==> src/rtl/core/lprl_pkg.sv <==
// shared types and constants for the longest prefix route lookup core
package lprl_pkg;

  localparam int ADDR_W      = 32;
  localparam int PORT_FLD_W  = 4;
  localparam int LEN_W       = 11;
  localparam int IDX_FLD_W   = 10;

  localparam logic CMD_LOAD   = 1'b0;
  localparam logic CMD_LOOKUP = 1'b1;

  typedef struct packed {
    logic clear;
    logic valid;
  } scan_ctl_t;

endpackage

==> src/rtl/core/lprl_scan.sv <==
// match and best-route tracking over entries streamed out of the table
module lprl_scan
  import lprl_pkg::*;
#(
  parameter int PORT_BITS = 4
) (
  input  logic                 clk,
  input  logic                 rst_n,
  input  scan_ctl_t            ctl,
  input  logic [ADDR_W-1:0]    dest,
  input  logic [ADDR_W-1:0]    ent_prefix,
  input  logic [ADDR_W-1:0]    ent_mask,
  input  logic [ADDR_W-1:0]    ent_hop,
  input  logic [PORT_BITS-1:0] ent_port,
  output logic                 have,
  output logic [ADDR_W-1:0]    best_mask,
  output logic [ADDR_W-1:0]    best_hop,
  output logic [PORT_BITS-1:0] best_port
);

  logic                 have_r;
  logic [ADDR_W-1:0]    best_mask_r;
  logic [ADDR_W-1:0]    best_hop_r;
  logic [PORT_BITS-1:0] best_port_r;
  logic                 take;

  // strict greater keeps the lowest index on equal masks
  assign take = ctl.valid && ((dest & ent_mask) == ent_prefix) &&
                (!have_r || (ent_mask > best_mask_r));

  always_ff @(posedge clk) begin
    if (!rst_n) begin
      have_r <= 1'b0;
    end else if (ctl.clear) begin
      have_r <= 1'b0;
    end else if (take) begin
      have_r <= 1'b1;
    end
  end

  always_ff @(posedge clk) begin
    if (take) begin
      best_mask_r <= ent_mask;
      best_hop_r  <= ent_hop;
      best_port_r <= ent_port;
    end
  end

  assign have      = have_r;
  assign best_mask = best_mask_r;
  assign best_hop  = best_hop_r;
  assign best_port = best_port_r;

endmodule

==> config.mk <==
export PLATFORM = sky130hd
export DESIGN_NAME = lprl_scan
export DESIGN_NICKNAME = d
export VERILOG_FILES = /design/src/rtl/core/lprl_pkg.sv /design/src/rtl/core/lprl_scan.sv
export SDC_FILE = /design/constraint.sdc
export NUM_CORES = 1
export LEC_CHECK = 0
export BUFFER_PORTS_ARGS = -buffer_cell sky130_fd_sc_hd__buf_2
export CAP_MARGIN = 20
export CORE_ASPECT_RATIO = 1.2
export CORE_UTILIZATION = 47
export DETAILED_ROUTE_END_ITERATION = 16
export GPL_TIMING_DRIVEN = 0
export PLACE_DENSITY = 0.86
export SLEW_MARGIN = 40
export SYNTH_ARGS = -nofsm -noshare
export SYNTH_HDL_FRONTEND = slang
export SYNTH_SLANG_ARGS = --single-unit
==> constraint.sdc <==
create_clock -name clk -period 10.6 [get_ports clk]
set_clock_uncertainty 0.1 [all_clocks]
set_input_delay 1.59 -clock clk [delete_from_list [all_inputs] [get_ports clk]]
set_output_delay 1.59 -clock clk [all_outputs]
set_load 0.02 [all_outputs]
## After elaboration in Yosys (flattened, before gate mapping)

Index checks and enable logic that the tools add are counted.

| storage, ports and cells | value |
|---|---|
| output and inout bits | 69 |
| logic and storage cells | 13 |
| input port bits | 136 |
| bits in registers | 69 |

| cells by class | value |
|---|---|
| equal/unequal tests | 1 |
| bitwise logic cells | 2 |
| $lt $le $gt $ge | 1 |
| reduce and logical (&&, ||, !) cells | 5 |

Operators by type and width:

| operator | count |
|---|---|
| $and 32x32->32 | 1 |
| $eq 32x32->1 | 1 |
| $gt 32x32->1 | 1 |
| $logic_and 1x1->1 | 2 |
| $reduce_or 2->1 | 1 |
| $logic_not 1->1 | 1 |
| $logic_or 1x1->1 | 1 |
| $not 1->1 | 1 |

## Longest topological paths before layout

Gate-level depths: netlist of the first run.

| logic depth | value |
|---|---|
| depth in word-level cells | 4 |
| gate-level depth with buffers | 8 |
| gate-level depth less buffers | 8 |

## Least setup slack after synthesis of the first run

OpenSTA, ideal clock, no wires.

| timing | value |
|---|---|
| path type | input port to flip-flop |
| from | input ent_mask[17] |
| to | register best_hop_r[0] (netlist: best_hop[0]), enable pin |
| stages on the path | 6 |
| required time | 9965 ps |
| slack | 4000 ps |
| setup time | 535 ps |
| arrival | 5965 ps |
| path buffers | 0 |
| cell sequence | ha_1 a21o_1 nand3_1 a21oi_1 o21ai_0 a31oi_1 |

| between the ends | value |
|---|---|
| word-level cells in the longest chain between the ends | 4 |
| elaborated cells on any way between the ends | 6 |
| those cells by class | order compare (1); eq/ne (1); bitwise (1); reduce/logical (3) |

RTL lines:

| what | RTL line | RTL |
|---|---|---|
| from (decl) | lprl_scan.sv:12 | `input logic [ADDR_W-1:0] ent_mask,` |
| parallel branches: the longest is 3 deep, another holds $gt 32x32->1 | - |  |
| $logic_and 1x1->1 (*) | lprl_scan.sv:28 | `assign take = ctl.valid && ((dest & ent_mask) == ent_prefix) &&` |
| via take | lprl_scan.sv:25 | `logic take;` |
| to (signal assigned) | lprl_scan.sv:44 | `best_hop_r <= ent_hop;` |
| to (decl) | lprl_scan.sv:23 | `logic [ADDR_W-1:0] best_hop_r;` |

Mark *: on every way through the listed nets, which the timed path passes.
A chain may end at the register's enable or synchronous reset.

## Final worst setup path of the first run

| timing | value |
|---|---|
| from | input ent_mask[29] |
| to | register best_hop_r[1] (netlist: best_hop[1]), enable pin |

Same word-level chain as after synthesis.

==> impl_metrics.py, run 1 <==
metrics = {
    "route": {
        "wl_um": 9530,
        "dr.pass1.iters": 4,
        "route.vias.total": 2906,
        "drtIter0Drc": 100,
        "ant_nets": 0,
        "wl_per_cell_um": 16.6,
        "drc": 0,
        "via_per_inst": 5.07,
    },
    "hold_path": {
        "hold_path_class": "register to register",
    },
    "clock_tree": {
        "clkLatencyLatePin_ns": 0.34,
        "htree_num_levels": 3,
        "clockBufferDepth": 2,
        "ctsResizeCount": 0,
        "cts_setup_buffers": 0,
        "root_buffer": "clkbuf_8",
        "cts_sinks": 69,
        "cts-hold-fix-buffers": 0,
        "cts_tree": "built",
        "clk_pin_slew_ns": 0.07,
        "cts_buffers": 9,
    },
    "global_route": {
        "antenna_found_initial": 2,
        "grt.total_usage_pct": 26.5,
        "gr-total-overflow": 0,
        "grt_pass1_wl_um": 14400,
        "grt_pass1_vias": 2931,
        "grt_max_degree": 19,
    },
    "logic_synthesis": {
        "ys.flop_type": "edfxtp_1",
        "yosys-mux-area-fraction_pct": 0,
        "yosys.area_share.xor_xnor_pct": 8.34,
        "synth_top_family_by_area": "adder cells",
        "synth_cells": 260,
        "synthAdderAreaFrac_pct": 11.9,
        "netlist_top_cells_area": "edfxtp_1 (61%), ha_1 (12%), xor2_1 (7.3%)",
        "synthTopCellsByCount": "edfxtp_1 (68), nand2_1 (36), inv_1 (33)",
        "ys.warnings.count": 0,
        "synth.avg_cell_area_um2": 12.9,
        "synth_compound_area_share_pct": 4.54,
        "ys_ff_latch": 69,
        "netlist.area_leader.share_pct": 60.8,
        "synth_edf_count": 68,
        "synth.net_count": 428,
        "syn-cell-area_um2": 3360,
        "yosysMostFrequentCell": "edfxtp_1",
        "post_synth_and_or_nand_nor_area_fraction_pct": 10.2,
        "ys_seq_area_share_pct": 61.4,
        "synth_cell_type_count": 26,
        "async_flop_share_pct": 0,
        "yosys.area.top_type": "edfxtp_1",
    },
    "outcome": {
        "status": "finished, final reports clean",
    },
    "pwr": {
        "peakVddDrop_uv": 112,
        "p_per_area_nw_per_um2": 122,
        "power_frac_comb_pct": 9.8,
        "clkPwrFrac_pct": 39.4,
        "power.switching_mw": 0.127,
        "power_frac_seq_pct": 50.8,
        "p_sw_share_pct": 21.5,
        "p_int_mw": 0.462,
        "power_leakage_nw": 2.28,
    },
    "sta": {
        "tns_ns": 0,
        "grt_setup_unrepaired": "no",
        "finalCritPeriodShare_pct": 37.9,
        "tightestPinTransition_ns": 0.673,
        "max_freq_mhz": 249,
        "setup_viol": 0,
        "min_period_ns": 4.02,
        "final-max-slew-violation-count": 0,
        "final_hold_viol_count": 0,
        "relSlewSlack_pct": 55.1,
    },
    "cells_and_area": {
        "seq_area_um2": 2060,
        "layout-drive-gt1-share_pct": 46.9,
        "syn_to_final_growth_pct": 43.0,
        "final_nets": 647,
        "final.fill_count": 508,
        "multi_input_area_um2": 1190,
        "final_cells": 573,
    },
    "flow_run": {
        "maxCapViolCount": 0,
    },
    "die": {
        "die_x_um": 79.2,
        "row_count": 33,
        "core_area_um2": 6850,
        "die_height_um": 94.6,
        "pin_count": 205,
        "die-area_um2": 7490,
        "start_util_pct": 49.0,
    },
    "worst_setup_path": {
        "crit_buf_inv": 3,
        "crit_required_ns": 10.54,
        "cp_max_fo": 18,
        "crit_type": "input pin to register",
        "cp_top_family": "compound AO/OA/AOI/OAI gates",
        "worstSetupEndpointType": "register",
        "cp.arrival_ns": 3.96,
        "startpoint_type": "input pin",
        "path_cells": "buf_2 -> ha_1 -> nand4_1 -> nor4_1 -> o31ai_1 -> a31oi_4 -> buf_16 -> buf_8",
        "slowest_delay_ns": 0.58,
        "cpMaxStageDelayCell": "a31oi_4",
    },
    "placement": {
        "finalWeightedCongestion": 0.782,
        "placed_cells": 555,
        "portBuffers": 204,
        "dpl.hpwl_um": 7930,
    },
}
==> stage by stage <==
| stage | setup WS (ns) | power [mW] | hold WS, ns | instance area [um^2] | util [%] |
|---|---|---|---|---|---|
| 6_report | 6.58 | 0.589 | 0.596 | 4810 | 70.1 |
| 5_1_grt | 6.45 | 0.610 | 0.687 | 4800 | 70.1 |
| 4_1_cts | 6.58 | 0.595 | 0.624 | 4800 | 70.1 |
| 3_5_place_dp | 6.23 | 0.363 | 0.606 | 4590 | 66.9 |
| 3_3_place_gp | 2.35 | 0.360 | 0.571 | 4490 | 65.5 |
| 2_1_floorplan | 4.00 | 0.327 | 0.558 | 3360 | - |
==> final cells by class <==
| class | count | area share (%) |
|---|---|---|
| Sequential cell | 69 | 42.9 |
| Multi-Input combinational cell | 158 | 24.8 |
| Timing Repair Buffer | 208 | 22.9 |
| Clock buffer | 10 | 2.65 |
| Inverter | 33 | 2.58 |
| Tap cell | 87 | 2.26 |
| Clock inverter | 6 | 1.82 |
| Antenna cell | 2 | 0.104 |
==> per-layer routing <==
| metal | GRT usage (%) | wire length, um | vias to the layer above |
|---|---|---|---|
| li1 | - | - | 1379 |
| met1 | 29.0 | 3520 | 1350 |
| met2 | 47.5 | 4870 | 159 |
| met3 | 7.92 | 919 | 18 |
| met4 | 11.1 | 225 | 0 |
| met5 | 0 | 0 | - |
==> logic make-up after synthesis <==
| kind of cell | after synthesis |
|---|---|
| compound gates | 26 |
| xor+xnor | 32 |
| fa+ha+maj | 32 |
| buf+inv | 33 |
| flops | 69 |
| simple gates | 68 |
==> state kept, by name (all words and copies together), names as in the netlist <==
signal / count
best_hop: 32
best_port: 4
best_mask: 32
have: 1
==> final timing paths <==
kind	start	endpoint	slack, ns	depth (start not counted)
worst min-delay path	have$_SDFFE_PP0P_	have$_SDFFE_PP0P_	0.60	2
worst max-delay path	ent_mask[29]	best_hop[1]$_DFFE_PP_	6.58	8
worst min register to register	have$_SDFFE_PP0P_	have$_SDFFE_PP0P_	0.60	2
worst max register to register	best_mask[29]$_DFFE_PP_	best_hop[1]$_DFFE_PP_	7.54	8
==> power by group through the flow <==
stage | registers, mW | clock network [mW] | logic (mW)
final | 0.299 | 0.232 | 0.0577
after global routing | 0.299 | 0.247 | 0.0643
after CTS | 0.299 | 0.237 | 0.0582
after detailed placement | 0.305 | 0 | 0.0575
after global placement | 0.305 | 0 | 0.0543
after floorplan | 0.305 | 0 | 0.0214
==> placed cells by master, fill, tap and decap left out, drive strengths merged, types with 6 or more instances in the layout <==
cell	Yosys	final
a21oi	13	13
buf	0	208
clkbuf	0	10
edfxtp	68	68
ha	32	32
inv	33	33
nand2	36	36
nand3	6	6
nand4	15	15
xor2	28	28
==> worst reg2reg max path: stages, from the launching register on <==
cell and delay, ns:
edfxtp_1 0.36, inv_1 0.06, ha_1 0.32, nand4_1 0.20
nor4_1 0.51, o31ai_1 0.21, a31oi_4 0.58, buf_16 0.24
buf_8 0.18
(Power assumes the default switching activity.)
==> run 2: changes to the inputs <==
CORE_UTILIZATION = 39   (was 47)
PLACE_DENSITY = 0.76   (was 0.86)
clock period = 3.4 ns   (was 10.6 ns; I/O delays follow)
==> run 2 against run 1 <==
Sequential power rose to 3.1 times the previous value. Clock-buffer cell count down 1. First-iteration DRC count fell by 36%. Die area grew 20%. Register-to-register slack got worse by 7.0 ns. Total power increased to 3.2 times the previous value. Clock power increased to 3.4 times the previous value. Sequential share of layout area decreased by 0.37 points. Utilization shrank 11 points. Cell area increased by 0.86%. Worst hold slack worse by 0.37 ns. Critical path type is now register to register.
==> impl_metrics.py, run 2 (same netlist as run 1, synthesis figures left out) <==
metrics = {
    "outcome": {
        "status": "finished, final reports clean",
    },
    "route": {
        "drc": 0,
        "dr.max_layer_used": "met4",
        "route.vias.total": 2811,
        "wl_per_cell_um": 14.2,
        "wl_met3_um": 588,
        "wl_met1_um": 3300,
        "ant_nets": 0,
        "drtIter0Drc": 64,
        "via_per_inst": 4.71,
        "wl_um": 8480,
        "dr.pass1.iters": 4,
        "met2WireLength_um": 4440,
    },
    "clock_tree": {
        "clkLatencyLatePin_ns": 0.35,
        "cts_tree": "built",
        "cts_sinks": 69,
        "clockBufferDepth": 2,
        "htree_num_levels": 3,
        "clk_pin_slew_ns": 0.07,
        "cts_buffers": 9,
        "cts_setup_buffers": 0,
        "root_buffer": "clkbuf_8",
        "cts-hold-fix-buffers": 0,
        "ctsResizeCount": 0,
    },
    "sta": {
        "min_period_ns": 2.90,
        "final-max-slew-violation-count": 0,
        "tns_ns": 0,
        "finalCritPeriodShare_pct": 85.4,
        "tightestPinTransition_ns": 0.581,
        "setup_viol": 0,
        "relSlewSlack_pct": 61.3,
        "final_hold_viol_count": 0,
        "grt_setup_unrepaired": "no",
        "layout_setup_ws_ns": 0.495,
        "max_freq_mhz": 344,
    },
    "global_route": {
        "grt_max_degree": 19,
        "antenna_found_initial": 0,
        "gr-total-overflow": 0,
        "grt.total_usage_pct": 19.9,
        "grt_pass1_wl_um": 13300,
        "grt_pass1_vias": 2809,
    },
    "worst_setup_path": {
        "crit_type": "register to register",
        "cpMaxStageDelayCell": "a31oi_4",
        "cp_max_fo": 16,
        "slowest_delay_ns": 0.52,
        "worstSetupEndpointType": "register",
        "cp_top_family": "compound AO/OA/AOI/OAI gates",
        "path_cells": "inv_1 -> ha_1 -> nand4_1 -> nor4_1 -> o31ai_1 -> a31oi_4 -> buf_16 -> buf_8",
        "cp.arrival_ns": 2.85,
        "startpoint_type": "register",
        "crit_buf_inv": 3,
        "crit_required_ns": 3.35,
    },
    "placement": {
        "place_ws_ns": 0.176,
        "finalWeightedCongestion": 0.779,
        "placed_cells": 582,
        "portBuffers": 204,
        "dpl.hpwl_um": 7100,
    },
    "die": {
        "die-area_um2": 8990,
        "die_height_um": 104,
        "die_x_um": 86.7,
        "pin_count": 205,
        "row_count": 36,
        "core_area_um2": 8240,
        "start_util_pct": 40.8,
    },
    "cells_and_area": {
        "utilization_pct": 58.8,
        "layout_commonest_cell": "buf_2",
        "layout-drive-gt1-share_pct": 47.0,
        "antenna_cells": 0,
        "final_cells": 597,
        "final_nets": 647,
        "most-common-layout-cells": "buf_2 (204), edfxtp_1 (68), nand2_1 (36)",
        "syn_to_final_growth_pct": 44.3,
    },
    "hold_path": {
        "hold_path_class": "input pin to register",
    },
    "pwr": {
        "p_total_mw": 1.91,
        "peakVddDrop_uv": 229,
        "power_leakage_nw": 2.28,
        "p_per_area_nw_per_um2": 393,
    },
    "flow_run": {
        "maxCapViolCount": 0,
    },
}
[run 2: changes by cell type in the layout (fill, tap and decap cells not counted), sizes merged]
cell | before | now
bufinv | 2 | 3
clkinv | 4 | 3
clkbuf | 10 | 9
diode | 2 | 0
[run 2: worst reg2reg max path, cell delays in order (launching register included)]
cell      delay [ns]
edfxtp_1        0.37
inv_1           0.05
ha_1            0.29
nand4_1         0.17
nor4_1          0.49
o31ai_1         0.22
a31oi_4         0.52
buf_16          0.23
buf_8           0.17
[run 2: layout make-up]
type                       count  area, um^2
fill                         719        3390
inverter                      33         124
timing repair buffer         208        1090
clock buffer                   9         124
clock inverter                 6         113
tap                          114         143
sequential                    69        2060
multi-input combinational    158        1190
[run 2: metal layers]
metal / GRT usage (%) / up-vias
li1: - / 1373
met1: 21.2 / 1275
met2: 36.6 / 149
met3: 5.18 / 14
met4: 7.86 / 0
met5: 0 / -
[run 2: worst paths after layout]
path / to / slack, ns / cells past startpoint / start
worst min register to register: have$_SDFFE_PP0P_ / 0.54 / 2 / have$_SDFFE_PP0P_
worst max register to register: best_hop[4]$_DFFE_PP_ / 0.50 / 8 / best_mask[31]$_DFFE_PP_
worst min-delay path: have$_SDFFE_PP0P_ / 0.22 / 2 / ctl[1]
worst max-delay path: best_hop[4]$_DFFE_PP_ / 0.50 / 8 / best_mask[31]$_DFFE_PP_
[run 2: stage by stage]
stage | hold WS, ns | cell area, um^2
floorplan | 0.480 | 3380
global placement | 0.512 | 4540
detailed placement | 0.512 | 4610
CTS | 0.209 | 4850
global route | 0.206 | 4850
finish | 0.225 | 4850
[run 2: where the power goes]
part	total [mW]	internal (mW)	switching [mW]
registers	0.933	0.933	0.000000000228
logic	0.177	0.0937	0.0832
clock network	0.798	0.484	0.314
==> run 3: changes to the inputs <==
ABC_AREA = 1   (was default)
CORE_UTILIZATION = 41   (was 39)
PLACE_DENSITY = 0.78   (was 0.76)
==> run 3 against run 2 <==
Combinational power is 30% higher. Cell count up 22%. Sequential cell count is the same. Utilization is 1.0 points higher. Setup slack worse by 0.016 ns. Critical path depth up 5. Clock-buffer cell count rose by 1. Non-clock buffer count unchanged. Critical endpoint is now best_hop[10]$_DFFE_PP_. Cell area rose by 7.4%.
==> impl_metrics.py, run 3 <==
metrics = {
    "sta": {
        "min_period_ns": 2.92,
        "max_freq_mhz": 342,
        "tns_ns": 0,
        "setup_viol": 0,
        "hold_ws_ns": 0.236,
        "grt_setup_unrepaired": "no",
        "tightestPinTransition_ns": 0.492,
        "finalCritPeriodShare_pct": 85.9,
        "relSlewSlack_pct": 67.2,
        "final-max-slew-violation-count": 0,
        "final_hold_viol_count": 0,
    },
    "cells_and_area": {
        "most-common-layout-cells": "buf_2 (204), nand2_1 (121), edfxtp_1 (68)",
        "layout_commonest_cell": "buf_2",
        "antenna_cells": 0,
        "layout-drive-gt1-share_pct": 38.4,
        "final_cells": 727,
        "syn_to_final_growth_pct": 39.0,
        "final_nets": 773,
        "fin_area_um2": 5210,
    },
    "clock_tree": {
        "cts_buffers": 9,
        "clk_pin_slew_ns": 0.08,
        "cts_sinks": 69,
        "cts_setup_buffers": 0,
        "clockBufferDepth": 2,
        "clkLatencyLatePin_ns": 0.35,
        "cts-hold-fix-buffers": 0,
        "htree_num_levels": 3,
        "cts_tree": "built",
        "root_buffer": "clkbuf_8",
        "ctsResizeCount": 0,
    },
    "pwr": {
        "p_total_mw": 1.89,
        "p_per_area_nw_per_um2": 363,
        "power_leakage_nw": 2.59,
        "peakVddDrop_uv": 153,
    },
    "die": {
        "start_util_pct": 43.0,
        "core_area_um2": 8700,
        "die-area_um2": 9520,
        "die_x_um": 89.2,
        "row_count": 37,
        "die_height_um": 107,
        "pin_count": 205,
    },
    "global_route": {
        "antenna_found_initial": 1,
        "grt.total_usage_pct": 22.8,
        "grt_max_degree": 21,
        "grt_pass1_vias": 3476,
        "grt_pass1_wl_um": 15900,
        "gr-total-overflow": 0,
    },
    "route": {
        "drtIter0Drc": 122,
        "ant_nets": 0,
        "route.vias.total": 3473,
        "dr.pass1.iters": 5,
        "via_per_inst": 4.78,
        "wl_per_cell_um": 14.5,
        "wl_um": 10500,
        "drc": 0,
    },
    "worst_setup_path": {
        "worstRegToRegCells": 13,
        "worstSetupEndpointType": "register",
        "cp_max_fo": 20,
        "crit_type": "register to register",
        "startpoint_type": "register",
        "cp.arrival_ns": 2.87,
        "crit_required_ns": 3.35,
    },
    "flow_run": {
        "maxCapViolCount": 0,
    },
    "logic_synthesis": {
        "yosysMostFrequentCell": "nand2_1",
        "synth_cells": 386,
        "synth_cell_type_count": 18,
        "syn-cell-area_um2": 3740,
        "async_flop_share_pct": 0,
        "ys.flop_type": "edfxtp_1",
        "netlist.area_leader.share_pct": 54.5,
        "ys_ff_latch": 69,
        "synth.avg_cell_area_um2": 9.70,
        "synth_edf_count": 68,
        "netlist_top_cells_area": "edfxtp_1 (55%), nand2_1 (12%), ha_1 (11%)",
        "ys.warnings.count": 0,
        "synthTopCellsByCount": "nand2_1 (121), edfxtp_1 (68), inv_1 (49)",
        "yosys.area.top_type": "edfxtp_1",
        "ys_seq_area_share_pct": 55.1,
        "synth.net_count": 554,
    },
    "hold_path": {
        "hold_path_class": "input pin to register",
        "hold_path_depth": 1,
    },
    "placement": {
        "placed_cells": 711,
        "placed_area_um2": 4990,
        "finalWeightedCongestion": 0.956,
        "dpl.hpwl_um": 8980,
        "portBuffers": 204,
    },
    "outcome": {
        "status": "finished, final reports clean",
    },
}
-- run 3: changes by cell type in the layout (fill, tap and decap cells not counted), moves of 2 or more --
cell	previous run	this run
or2_2	0	10
nor4_1	2	0
inv_1	33	49
nor2_1	2	33
a21o_1	4	1
nand3_1	6	12
nand2_1	36	121
xnor2_1	4	2
nand3b_1	0	10
xor2_1	28	10
-- run 3: report_power, final --
part | switching, mW | internal [mW]
clock | 0.314 | 0.413
sequential | 0.000000000649 | 0.933
combinational | 0.122 | 0.108
total | 0.436 | 1.45
-- run 3: area by class of cell --
| cell class | instances | area (um^2) |
|---|---|---|
| fillers | 801 | 3500 |
| flip-flops and latches | 69 | 2060 |
| multi-input cells | 268 | 1510 |
| repair buffers | 208 | 1090 |
| inverters | 49 | 184 |
| well taps | 117 | 146 |
| clock buffers | 10 | 128 |
| clock inverters | 6 | 86.3 |
-- run 3: path summary, 6_finish.rpt --
kind | start | slack (ns) | endpoint
setup reg to reg | best_mask[22]$_DFFE_PP_ | 0.48 | best_hop[10]$_DFFE_PP_
setup / recovery | best_mask[22]$_DFFE_PP_ | 0.48 | best_hop[10]$_DFFE_PP_
hold / removal | ent_hop[15] | 0.24 | best_hop[15]$_DFFE_PP_
hold reg to reg | have$_SDFFE_PP0P_ | 0.42 | have$_SDFFE_PP0P_
-- run 3: critical path: stages (launching register included) --
cell	delay [ns]
edfxtp_1	0.36
inv_1	0.06
ha_1	0.27
nand2_1	0.06
nor2_1	0.16
nand4_1	0.15
nor2_1	0.22
nand2_1	0.08
nand2_1	0.05
nand2_1	0.08
a21oi_4	0.43
buf_16	0.22
buf_8	0.19
buf_8	0.18
-- run 3: through the flow --
stage / setup slack [ns] / utilization (%)
CTS: 0.379 / 59.8
detailed placement: 0.127 / 57.4
floorplan: 0.348 / -
global placement: -0.469 / 56.6
finish: 0.479 / 59.8
global route: 0.243 / 59.8
-- run 3: kinds of logic (layout without fill, tap and decap cells) --
kind of cell | Yosys count | after routing | synth area share [%]
and+or+nand+nor | 203 | 203 | 23.5
adders and majority gates | 32 | 32 | 10.7
DFF | 69 | 69 | 55.1
AOI/OAI and AO/OA | 21 | 21 | 3.04
xor gates and xnor gates | 12 | 12 | 2.81
buffers and inverters | 49 | 273 | 4.91
-- run 3: routing by layer --
metal / vias up / track usage, % / share of wire, %
li1: 1734 / - / -
met1: 1545 / 23.6 / 36
met2: 162 / 40.9 / 52
met4: 2 / 11.5 / 3.6
met5: - / 0 / 0.11
met3: 30 / 6.54 / 8.8
